## src/hdl/tcl_pkg.sv

```systemverilog
package tcl_pkg;

    localparam int ACC_W      = 48;   // accumulator, signed Q.24
    localparam int HALF_W     = 24;   // accumulator split for the two partial products
    localparam int X_W        = 16;   // x, unsigned Q0.16
    localparam int COEF_FRAC  = 24;
    localparam int OFFSET_W   = 7;
    localparam int TEMP_W     = 16;
    localparam int DISP_W     = 8;
    localparam int IDX_W      = 4;
    localparam int CFG_IDX_W  = 1;
    localparam int CFG_DATA_W = 7;

    localparam logic [IDX_W-1:0] DEG_J = 4'd5;
    localparam logic [IDX_W-1:0] DEG_K = 4'd8;

    localparam logic [CFG_IDX_W-1:0] REG_TYPE   = 1'b0;
    localparam logic [CFG_IDX_W-1:0] REG_OFFSET = 1'b1;

    localparam logic [DISP_W-1:0] DISPLAY_FULL = 8'hFF;
    localparam int                OVER_LIMIT   = 254;

    typedef struct packed {
        logic             load;
        logic             mul;
        logic             add;
        logic             fin;
        logic             emit;
        logic             type_k;
        logic [IDX_W-1:0] coef_idx;
    } t_dp_cmd;

    // Horner coefficients a_i * (5/101)^i in Q.24, x = fraction of full scale
    function automatic logic signed [ACC_W-1:0] coef(input logic type_k,
                                                     input logic [IDX_W-1:0] idx);
        logic signed [ACC_W-1:0] c;
        c = '0;
        if (type_k) begin
            case (idx)
                4'd0:    c =  48'sd3801459;
                4'd1:    c =  48'sd20059660862;
                4'd2:    c =  48'sd2764409596;
                4'd3:    c =  48'sd4499093368;
                4'd4:    c = -48'sd86756019546;
                4'd5:    c =  48'sd241193120590;
                4'd6:    c = -48'sd292518998073;
                4'd7:    c =  48'sd169552992021;
                4'd8:    c = -48'sd38352893111;
                default: c = '0;
            endcase
        end else begin
            case (idx)
                4'd0:    c = -48'sd819873;
                4'd1:    c =  48'sd16505744891;
                4'd2:    c = -48'sd8988685563;
                4'd3:    c =  48'sd23548817803;
                4'd4:    c = -48'sd26694704347;
                4'd5:    c =  48'sd10068833868;
                default: c = '0;
            endcase
        end
        return c;
    endfunction

endpackage

```

## src/hdl/tcl_ctrl.sv

```systemverilog
module tcl_ctrl (
    input  logic             i_clk,
    input  logic             i_rst_n,
    input  logic             start,
    input  logic             i_type_k,
    output logic             busy,
    output tcl_pkg::t_dp_cmd o_cmd
);
    import tcl_pkg::*;

    localparam logic [2:0] S_IDLE = 3'd0;
    localparam logic [2:0] S_MUL  = 3'd1;
    localparam logic [2:0] S_ADD  = 3'd2;
    localparam logic [2:0] S_FIN  = 3'd3;
    localparam logic [2:0] S_EMIT = 3'd4;

    logic [2:0]       r_state, n_state;
    logic [IDX_W-1:0] r_idx, n_idx;
    logic             r_type_k, n_type_k;
    logic [IDX_W-1:0] w_deg;

    assign w_deg = i_type_k ? DEG_K : DEG_J;
    assign busy  = (r_state != S_IDLE);

    always_comb begin
        n_state         = r_state;
        n_idx           = r_idx;
        n_type_k        = r_type_k;
        o_cmd           = '0;
        o_cmd.type_k    = r_type_k;
        o_cmd.coef_idx  = r_idx;
        unique case (r_state)
            S_IDLE: begin
                if (start) begin
                    // accumulator starts at the leading coefficient
                    o_cmd.load     = 1'b1;
                    o_cmd.type_k   = i_type_k;
                    o_cmd.coef_idx = w_deg;
                    n_type_k       = i_type_k;
                    n_idx          = w_deg - 1'b1;
                    n_state        = S_MUL;
                end
            end
            S_MUL: begin
                o_cmd.mul = 1'b1;
                n_state   = S_ADD;
            end
            S_ADD: begin
                o_cmd.add = 1'b1;
                if (r_idx == '0) begin
                    n_state = S_FIN;
                end else begin
                    n_idx   = r_idx - 1'b1;
                    n_state = S_MUL;
                end
            end
            S_FIN: begin
                o_cmd.fin = 1'b1;
                n_state   = S_EMIT;
            end
            S_EMIT: begin
                o_cmd.emit = 1'b1;
                n_state    = S_IDLE;
            end
            default: begin
                n_state = S_IDLE;
            end
        endcase
    end

    always_ff @(posedge i_clk) begin
        if (!i_rst_n) begin
            r_state  <= S_IDLE;
            r_idx    <= '0;
            r_type_k <= 1'b0;
        end else begin
            r_state  <= n_state;
            r_idx    <= n_idx;
            r_type_k <= n_type_k;
        end
    end

endmodule

```

## src/hdl/tcl_dp.sv

```systemverilog
module tcl_dp #(
    parameter int ADC_BITS       = 10,
    parameter int TEMP_FRAC_BITS = 4
) (
    input  logic                                    i_clk,
    input  logic                                    i_rst_n,
    input  tcl_pkg::t_dp_cmd                        i_cmd,
    input  logic [ADC_BITS-1:0]                     i_adc_code,
    input  logic [tcl_pkg::OFFSET_W-1:0]            i_offset,
    output logic                                    o_result_valid,
    output logic signed [tcl_pkg::TEMP_W-1:0]       o_temperature_sixteenths,
    output logic [tcl_pkg::DISP_W-1:0]              o_display_byte,
    output logic                                    o_over_range
);
    import tcl_pkg::*;

    localparam int PROD_LO_W = HALF_W + X_W;
    localparam int PROD_HI_W = HALF_W + X_W + 1;
    localparam int FULL_W    = 2 * ACC_W - X_W;
    localparam int T_SHIFT   = COEF_FRAC - TEMP_FRAC_BITS;
    localparam int DEG_W     = ACC_W - COEF_FRAC;

    logic        [X_W-1:0]       r_x;
    logic signed [ACC_W-1:0]     r_acc;
    logic        [PROD_LO_W-1:0] r_prod_lo;
    logic signed [PROD_HI_W-1:0] r_prod_hi;

    logic signed [ACC_W-1:0]     w_coef;
    logic signed [FULL_W-1:0]    w_full;
    logic signed [ACC_W-1:0]     w_step;
    logic signed [ACC_W-1:0]     w_t;
    logic signed [DEG_W-1:0]     w_deg;

    logic                        r_valid;
    logic signed [TEMP_W-1:0]    r_temp,  n_temp;
    logic        [DISP_W-1:0]    r_disp,  n_disp;
    logic                        r_over,  n_over;

    assign w_coef = coef(i_cmd.type_k, i_cmd.coef_idx);

    // product = hi * 2^24 + lo; dropping 16 low bits of the exact sum is floor
    assign w_full = ($signed({{(FULL_W-PROD_HI_W){r_prod_hi[PROD_HI_W-1]}}, r_prod_hi})
                     <<< HALF_W)
                  + $signed({{(FULL_W-PROD_LO_W){1'b0}}, r_prod_lo});
    assign w_step = $signed(w_full[X_W +: ACC_W]) + w_coef;

    assign w_t   = r_acc >>> T_SHIFT;
    assign w_deg = r_acc[ACC_W-1 -: DEG_W];

    always_comb begin
        if (w_t > ACC_W'(32767)) begin
            n_temp = 16'sh7FFF;
        end else if (w_t < -ACC_W'(32768)) begin
            n_temp = 16'sh8000;
        end else begin
            n_temp = w_t[TEMP_W-1:0];
        end
        if (w_deg >= DEG_W'(OVER_LIMIT)) begin
            n_disp = DISPLAY_FULL;
            n_over = 1'b1;
        end else if (w_deg[DEG_W-1]) begin
            n_disp = '0;
            n_over = 1'b0;
        end else begin
            n_disp = w_deg[DISP_W-1:0];
            n_over = 1'b0;
        end
    end

    always_ff @(posedge i_clk) begin
        if (i_cmd.load) begin
            r_x   <= X_W'(i_adc_code) << (X_W - ADC_BITS);
            r_acc <= w_coef;
        end
        if (i_cmd.mul) begin
            r_prod_lo <= r_acc[HALF_W-1:0] * r_x;
            r_prod_hi <= $signed(r_acc[ACC_W-1:HALF_W]) * $signed({1'b0, r_x});
        end
        if (i_cmd.add) begin
            r_acc <= w_step;
        end
        if (i_cmd.fin) begin
            r_acc <= r_acc + $signed(ACC_W'(i_offset) << COEF_FRAC);
        end
        if (i_cmd.emit) begin
            r_temp <= n_temp;
            r_disp <= n_disp;
            r_over <= n_over;
        end
    end

    always_ff @(posedge i_clk) begin
        if (!i_rst_n) begin
            r_valid <= 1'b0;
        end else begin
            r_valid <= i_cmd.emit;
        end
    end

    assign o_result_valid           = r_valid;
    assign o_temperature_sixteenths = r_temp;
    assign o_display_byte           = r_disp;
    assign o_over_range             = r_over;

endmodule

```

## src/hdl/thermocouple_linearizer_core.sv

```systemverilog
// Channel   Direction  Ports                                  Handshake
// request   in         i_adc_code                             start high, busy low
// result    out        o_temperature_sixteenths,              o_result_valid, one cycle
//                      o_display_byte, o_over_range
// config    in         i_cfg_index, i_cfg_data                i_cfg_we, no wait
//
// One Horner step runs on a pair of multipliers (24x16 unsigned low half, 24x17 signed
// high half): multiply, then combine and add the coefficient; offset add and output follow.
// Busy is high while a conversion runs and drops in the result strobe cycle, so a new
// request is accepted only once the previous result is out.
// Synchronous active-low reset; the receiver cannot stall, results are never held.
module thermocouple_linearizer_core #(
    parameter int ADC_BITS       = 10,
    parameter int TEMP_FRAC_BITS = 4
) (
    input  logic                                 i_clk,
    input  logic                                 i_rst_n,
    input  logic                                 start,
    output logic                                 busy,
    input  logic [ADC_BITS-1:0]                  i_adc_code,
    input  logic                                 i_cfg_we,
    input  logic [tcl_pkg::CFG_IDX_W-1:0]        i_cfg_index,
    input  logic [tcl_pkg::CFG_DATA_W-1:0]       i_cfg_data,
    output logic                                 o_result_valid,
    output logic signed [tcl_pkg::TEMP_W-1:0]    o_temperature_sixteenths,
    output logic [tcl_pkg::DISP_W-1:0]           o_display_byte,
    output logic                                 o_over_range
);
    import tcl_pkg::*;

    logic                r_type_k;
    logic [OFFSET_W-1:0] r_offset;
    t_dp_cmd             w_cmd;

    always_ff @(posedge i_clk) begin
        if (!i_rst_n) begin
            r_type_k <= 1'b0;
            r_offset <= 7'd15;
        end else if (i_cfg_we) begin
            unique case (i_cfg_index)
                REG_TYPE:   r_type_k <= i_cfg_data[0];
                REG_OFFSET: r_offset <= i_cfg_data[OFFSET_W-1:0];
                default:    ;
            endcase
        end
    end

    tcl_ctrl u_ctrl (
        .i_clk    (i_clk),
        .i_rst_n  (i_rst_n),
        .start    (start),
        .i_type_k (r_type_k),
        .busy     (busy),
        .o_cmd    (w_cmd)
    );

    tcl_dp #(
        .ADC_BITS       (ADC_BITS),
        .TEMP_FRAC_BITS (TEMP_FRAC_BITS)
    ) u_dp (
        .i_clk                    (i_clk),
        .i_rst_n                  (i_rst_n),
        .i_cmd                    (w_cmd),
        .i_adc_code               (i_adc_code),
        .i_offset                 (r_offset),
        .o_result_valid           (o_result_valid),
        .o_temperature_sixteenths (o_temperature_sixteenths),
        .o_display_byte           (o_display_byte),
        .o_over_range             (o_over_range)
    );

endmodule
```

## config.mk

```make
export PLATFORM = sky130hd
export DESIGN_NAME = thermocouple_linearizer_core
export DESIGN_NICKNAME = d
export VERILOG_FILES = /design/src/hdl/tcl_pkg.sv /design/src/hdl/tcl_ctrl.sv /design/src/hdl/tcl_dp.sv /design/src/hdl/thermocouple_linearizer_core.sv
export SDC_FILE = /design/constraint.sdc
export NUM_CORES = 2
export LEC_CHECK = 0
export BUFFER_PORTS_ARGS = -buffer_cell sky130_fd_sc_hd__clkbuf_2
export CORE_MARGIN = 8
export CORE_UTILIZATION = 47
export DETAILED_ROUTE_END_ITERATION = 8
export GPL_ROUTABILITY_DRIVEN = 0
export GPL_TIMING_DRIVEN = 0
export SLEW_MARGIN = 20
export SYNTH_ARGS = -nofsm -noshare
export SYNTH_HDL_FRONTEND = slang
export SYNTH_HIERARCHICAL = 1
export SYNTH_SLANG_ARGS = --single-unit
export TNS_END_PERCENT = 50
```

## constraint.sdc

```tcl
create_clock -name i_clk -period 7.9 [get_ports i_clk]
set_input_delay 1.185 -clock i_clk [delete_from_list [all_inputs] [get_ports i_clk]]
set_output_delay 1.185 -clock i_clk [all_outputs]
set_load 0.005 [all_outputs]
```

# == After elaboration in Yosys (flattened, before gate mapping) ==
# Memory sizes are Yosys's and may differ from the RTL's.
# Index checks and enable logic that the tools add are counted.
# totals
regBits,168
romBits,768
input_bits,22
out_inout_bits,27
elab_cells,69
memories,1
# memory_table
memory,words,width,rd,rd_clocked_by_memory_dff,write_ports,line_no,text
(no name shown),16,48,1,0,0,tcl_pkg.sv:39,case (idx)
# classes
add_sub_neg,5
n_mul,2
n_lt_le_gt_ge,3
n_eq_ne,11
muxes,23
n_bitwise,1
reduce_logical,10
# ops
operator,count
$pmux W48 S6,1
$mux W48,4
$add A64 B41 Y64,1
$add A48 B32 Y48,1
$add A48 B48 Y48,1
$mul A24 B10 Y34,1
$mul A24 B11 Y34,1
$gt A28 B16 Y1 const B,1
$lt A28 B16 Y1 const B,1
$ge A24 B9 Y1 const B,1
$mux W16,1
$mux W4,3
$pmux W3 S4,1
$mux W5,2
$eq A4 B2 Y1 const B,2
$eq A4 B3 Y1 const B,2
$logic_not A4 Y1,2
$mux W8,1
$pmux W4 S2,1
$sub A4 B1 Y4 const B,2
$mux W1,7
$eq A3 B2 Y1 const B,2
$reduce_and A2 Y1,3
$reduce_bool A3 Y1,2
other kinds (10),11

# == Logic depth before layout (Yosys ltp) ==
# depth
ltp_word,9
ltp_mapped,27
mapped_depth_nobuf,24

# == Modules after synthesis ==
# The synthesis kept the hierarchy.
# modules_own_cells
mod,instances,cells_per_inst,area_per_inst_um2,seq_area_each_um2
tcl_dp,1,2857,25712.2,4254.1
tcl_ctrl,1,58,493.0,160.2
thermocouple_linearizer_core,1,38,366.6,160.2

# == Worst setup path before layout ==
# Ideal clock, no wire load.
# synth_path
kind,input to register
startpoint,in start
endpoint,reg u_dp.r_acc[46] (data pin)
setup_time_ns,0.260
arrival_ns,5.853
required_time_ns,7.640
setup_slack_ns,1.787
stages,26
n_path_buf,2
cell_sequence,or4b_4 > buf_6 > clkinv_4 > nand2_2 > o21a_1 > inv_1 > ha_1 > clkbuf_1 > nor2_1 > a21o_1 > a21oi_1 > nor2_1 > a31oi_1 > ha_1 > inv_1 > fa_1 > nand2b_1 > a21o_1 > a2111o_1 > a41o_1 > o21ai_2 > a21oi_2 > o21ai_2 > a41o_1 > a32o_1 > nor2_1
# synth_rtl
item,line_no,text
start: declaration,thermocouple_linearizer_core.sv:18,"input logic start,"
end signal: assignment,tcl_dp.sv:73,r_acc <= w_coef;
end signal: assignment,tcl_dp.sv:80,r_acc <= w_step;
end signal: assignment,tcl_dp.sv:83,r_acc <= r_acc + $signed(ACC_W'(i_offset) << COEF_FRAC);
end: declaration,tcl_dp.sv:24,logic signed [ACC_W-1:0] r_acc;

# == Worst setup path after layout ==
# layout_path
startpoint,reg u_dp.r_x[9]
endpoint,reg u_dp.r_prod_lo[39] (data pin)
# layout_via
elab_chain_len,1
# layout_rtl
item,line_no,text
start: declaration,tcl_dp.sv:23,logic [X_W-1:0] r_x;
start signal: assignment,tcl_dp.sv:72,r_x <= X_W'(i_adc_code) << (X_W - ADC_BITS);
$mul A24 B10 Y34,tcl_dp.sv:76,r_prod_lo <= r_acc[HALF_W-1:0] * r_x;
end signal: assignment,tcl_dp.sv:76,
end: declaration,tcl_dp.sv:25,logic [PROD_LO_W-1:0] r_prod_lo;
# Every way passes these cells.
# A chain may end at the register's enable or synchronous reset.

==> impl_metrics.env <==
export IMPL_path_depth=23
export IMPL_wl_um=77900
export IMPL_total_die_area_mm2=0.0644
export IMPL_ctsHoldBuffers=0
export IMPL_timing_critical_path_arrival_ps=7620
export IMPL_rr_endpoint="u_dp/r_prod_lo[39]"
export IMPL_finalSetupViolations=0
export IMPL_async_reset_ff_share_pct=0
export IMPL_crit_chain="clkbuf_1 -> clkbuf_1 -> nand2_1 -> fa_1 -> inv_1 -> fa_1 -> inv_1 -> fa_1 -> inv_1 -> fa_1 -> inv_1 -> fa_1 -> inv_1 -> ha_1 -> a21o_1 -> a221oi_1 -> o21ai_1 -> a211oi_2 -> o31ai_2 -> a221oi_2 -> o21bai_1 -> a21o_1 -> xnor2_1"
export IMPL_grt_pass1_wl_um=122000
export IMPL_tightest_slew_ps=1070
export IMPL_ys_warn_count=6
export IMPL_clkSinkCount=158
export IMPL_via_per_inst=5.61
export IMPL_cts_resized_gates=0
export IMPL_cts_max_level=4
export IMPL_timing_critical_path_from_type="flip-flop"
export IMPL_end_kind="flip-flop"
export IMPL_clkLatencyLatePin_ps=480
export IMPL_synth_cell_types=87
export IMPL_timing_reg2reg_setup_slack_ps=520
export IMPL_path_class="reg -> reg"
export IMPL_max_cap_violations=0
export IMPL_clock_tree_from_tritoncts="built"
export IMPL_worst_hold_path_stage_count=2
export IMPL_maximum_number_of_pins_on_one_net_before_global_route_repair=26
export IMPL_slowest_stage="clkbuf_1"
export IMPL_result_of_the_run="finished clean"
export IMPL_synth_area_per_cell_um2=9.00
export IMPL_initial_standard_cell_utilization_of_the_core_pct=47.3
export IMPL_synth_largest_area_cell="fa_1"
export IMPL_drc=0
export IMPL_place_detailed_hpwl_um=63100
export IMPL_layout_drive_gt1_share_pct=5.16
export IMPL_synth_cell_area_mm2=0.0266
export IMPL_netlist_top_cells_area="fa_1, edfxtp_1, ha_1, inv_1, and2_1"
export IMPL_rows=87
export IMPL_relSlewSlack_pct=28.5
export IMPL_reg2reg_from="u_dp/r_x[9]"
export IMPL_grt_pass1_vias=21700
export IMPL_number_of_search_and_repair_iterations_in_the_first_detailed_routing_pass=6
export IMPL_period_share_pct=93.4
export IMPL_timing_setup_tns_ps=0
export IMPL_max_clock_path_buffers=2
export IMPL_floorplan_io_pins=49
export IMPL_drt_iter0_drc=1718
export IMPL_r2r_worst_path_cells=23
export IMPL_port_buffer_count=46
export IMPL_synth_edff_count=141
export IMPL_synth_top_cell_area_share_pct=28.8
export IMPL_min_path_type="reg -> reg"
export IMPL_area_delta_synth_final_pct=7.19
export IMPL_synthesis_nets=3571
export IMPL_fin_skew_ps=17.3
export IMPL_clock_tree_root_cell="clkbuf_16"
export IMPL_fp_dieW_um=254
export IMPL_synthesis_instances=2953
export IMPL_yosysSeqAreaShare_pct=17.2
export IMPL_worst_endpoint_required_ps=8140
export IMPL_cts_reportedPaths_clkPinSlew_ps=80
export IMPL_critPathTopFamily="adder cells"
export IMPL_core_area_mm2=0.0562
export IMPL_drv_slew=0
export IMPL_ys_flop_type="edfxtp_1"
export IMPL_path_max_fanout=10
export IMPL_holdCritStartpoint="r_offset[4]"
export IMPL_finish_net_count=3645
export IMPL_antenna_left=0
export IMPL_grt_util_all_layers_pct=24.5
export IMPL_synth_seq_cells=158
export IMPL_setup_repair_after_global_routing_missed_its_margin="false"
export IMPL_critical_path_buf_inv_count=7
export IMPL_die_height_um=254
export IMPL_global_route_overflow_total=0
export IMPL_timing_hold_violations_final=0
export IMPL_average_wire_per_cell_in_the_routed_design_um=20.5
export IMPL_final_period_minus_worst_setup_slack_ps=7380
export IMPL_achievable_frequency_mhz=135
export IMPL_slowest_delay_ps=680
export IMPL_count_of_buffers_added_by_post_cts_timing_repair_for_setup=0
export IMPL_num_vias=21300
export IMPL_hold_end="r_offset[4]"
export IMPL_antenna_diode_count=0
export IMPL_numCtsBuffers=17
export IMPL_grt_antenna_before_repair=0
==> tightest hold or removal path, cell delays in order (launching register included) <==
cell and delay, ps:
dfxtp_1 320, nand2_1 70, o21ai_2 50
==> layout make-up <==
cell class	count	area, um^2
Tap cell	756	946
Clock inverter	15	209
Buffer	152	608
Sequential cell	158	4570
Fill cell	5430	27700
Multi-Input combinational cell	2181	19700
Clock buffer	17	425
Timing Repair Buffer	55	313
Inverter	462	1740
==> kinds of logic after synthesis <==
family	Yosys count	share of synthesized area, %
AND/OR/NAND/NOR	912	16.7
buffers and inverters	614	8.83
adder cells (fa/ha/maj)	596	38.9
AO/OA/AOI/OAI	501	12.6
flip-flops	158	17.2
XOR/XNOR	147	4.90
multiplexers	25	0.961
==> flip-flops by register name (all words and copies together), names as in the netlist <==
register,cells
u_ctrl/r_idx,4
u_ctrl/r_type_k,1
r_type_k,1
u_dp/o_display_byte,8
u_dp/r_acc,48
r_offset,7
u_dp/r_prod_hi,34
u_dp/o_result_valid,1
u_dp/r_prod_lo,24
u_dp/o_temperature_sixteenths,16
u_dp/r_x,10
u_dp/o_over_range,1
u_ctrl/r_state,3
==> stage by stage <==
step / cell area [um^2] / setup WS [ps] / util (%) / cells / hold slack, ps
floorplan: 26600 / 1790 / - / 2953 / 432
finish: 28500 / 519 / 50.7 / 3796 / 474
global placement: 27700 / 477 / 49.4 / 3755 / 447
detailed placement: 27800 / 391 / 49.6 / 3764 / 461
CTS: 28500 / 518 / 50.7 / 3796 / 476
global route: 28500 / 169 / 50.7 / 3796 / 500
==> placed cells by master, fill, tap and decap left out, types with 18 or more instances in the layout <==
master	count
inv_1	460
nand2_1	382
fa_1	382
and2_1	231
ha_1	214
a21oi_1	143
edfxtp_1	141
clkbuf_1	137
nor2_1	119
xnor2_1	94
o21ai_0	84
a21o_1	76
xor2_1	52
clkbuf_2	46
nand3_1	40
a211oi_1	29
nor3_1	25
mux2i_1	21
nand4_1	21
and3_1	20
o21a_1	18
a31oi_1	18
==> worst max path at each step <==
stage / slack, ps / start / end
floorplan: 1790 / start / u_dp/r_acc[46]
global placement: 480 / start / u_dp/r_acc[38]
detailed placement: 390 / start / u_dp/r_acc[38]
CTS: 520 / u_dp/r_x[9] / u_dp/r_prod_lo[39]
global route: 170 / u_dp/r_x[9] / u_dp/r_prod_lo[39]
finish: 520 / u_dp/r_x[9] / u_dp/r_prod_lo[39]
==> routing by layer <==
layer  wire length (um)  up-vias  track usage, %
li1                   -     9704               -
met1              31900    10700            30.9
met2              38600      722            42.3
met3               4880      120            4.15
met4               2560        0            8.37
met5                  0        -               0
==> synth_stat cells, types with 6 or more instances <==
cell type  number
o21a_1         18
mux2i_1        21
and4_1          8
xnor2_1        94
o21ai_0        84
and3_1         20
o22ai_1        11
a211oi_1       29
o21bai_1       16
o211ai_2        6
o211ai_1        9
edfxtp_1      141
or2_2           6
clkbuf_1      137
or3_1           7
fa_1          382
a21oi_1       143
nor3_1         25
nand2b_1       13
buf_2           6
nor2_1        119
nor2b_1        15
a21o_1         76
o21ai_2         6
nand3_1        40
ha_1          214
and2_1        232
o21ai_1        11
xor2_1         52
dfxtp_1        17
nor4_1          6
nand2_1       382
a31oi_1        18
inv_1         460
nand4_1        21
Power is not shown: default switching activity piles up to over one toggle a cycle in this logic, so the estimate is an artifact.
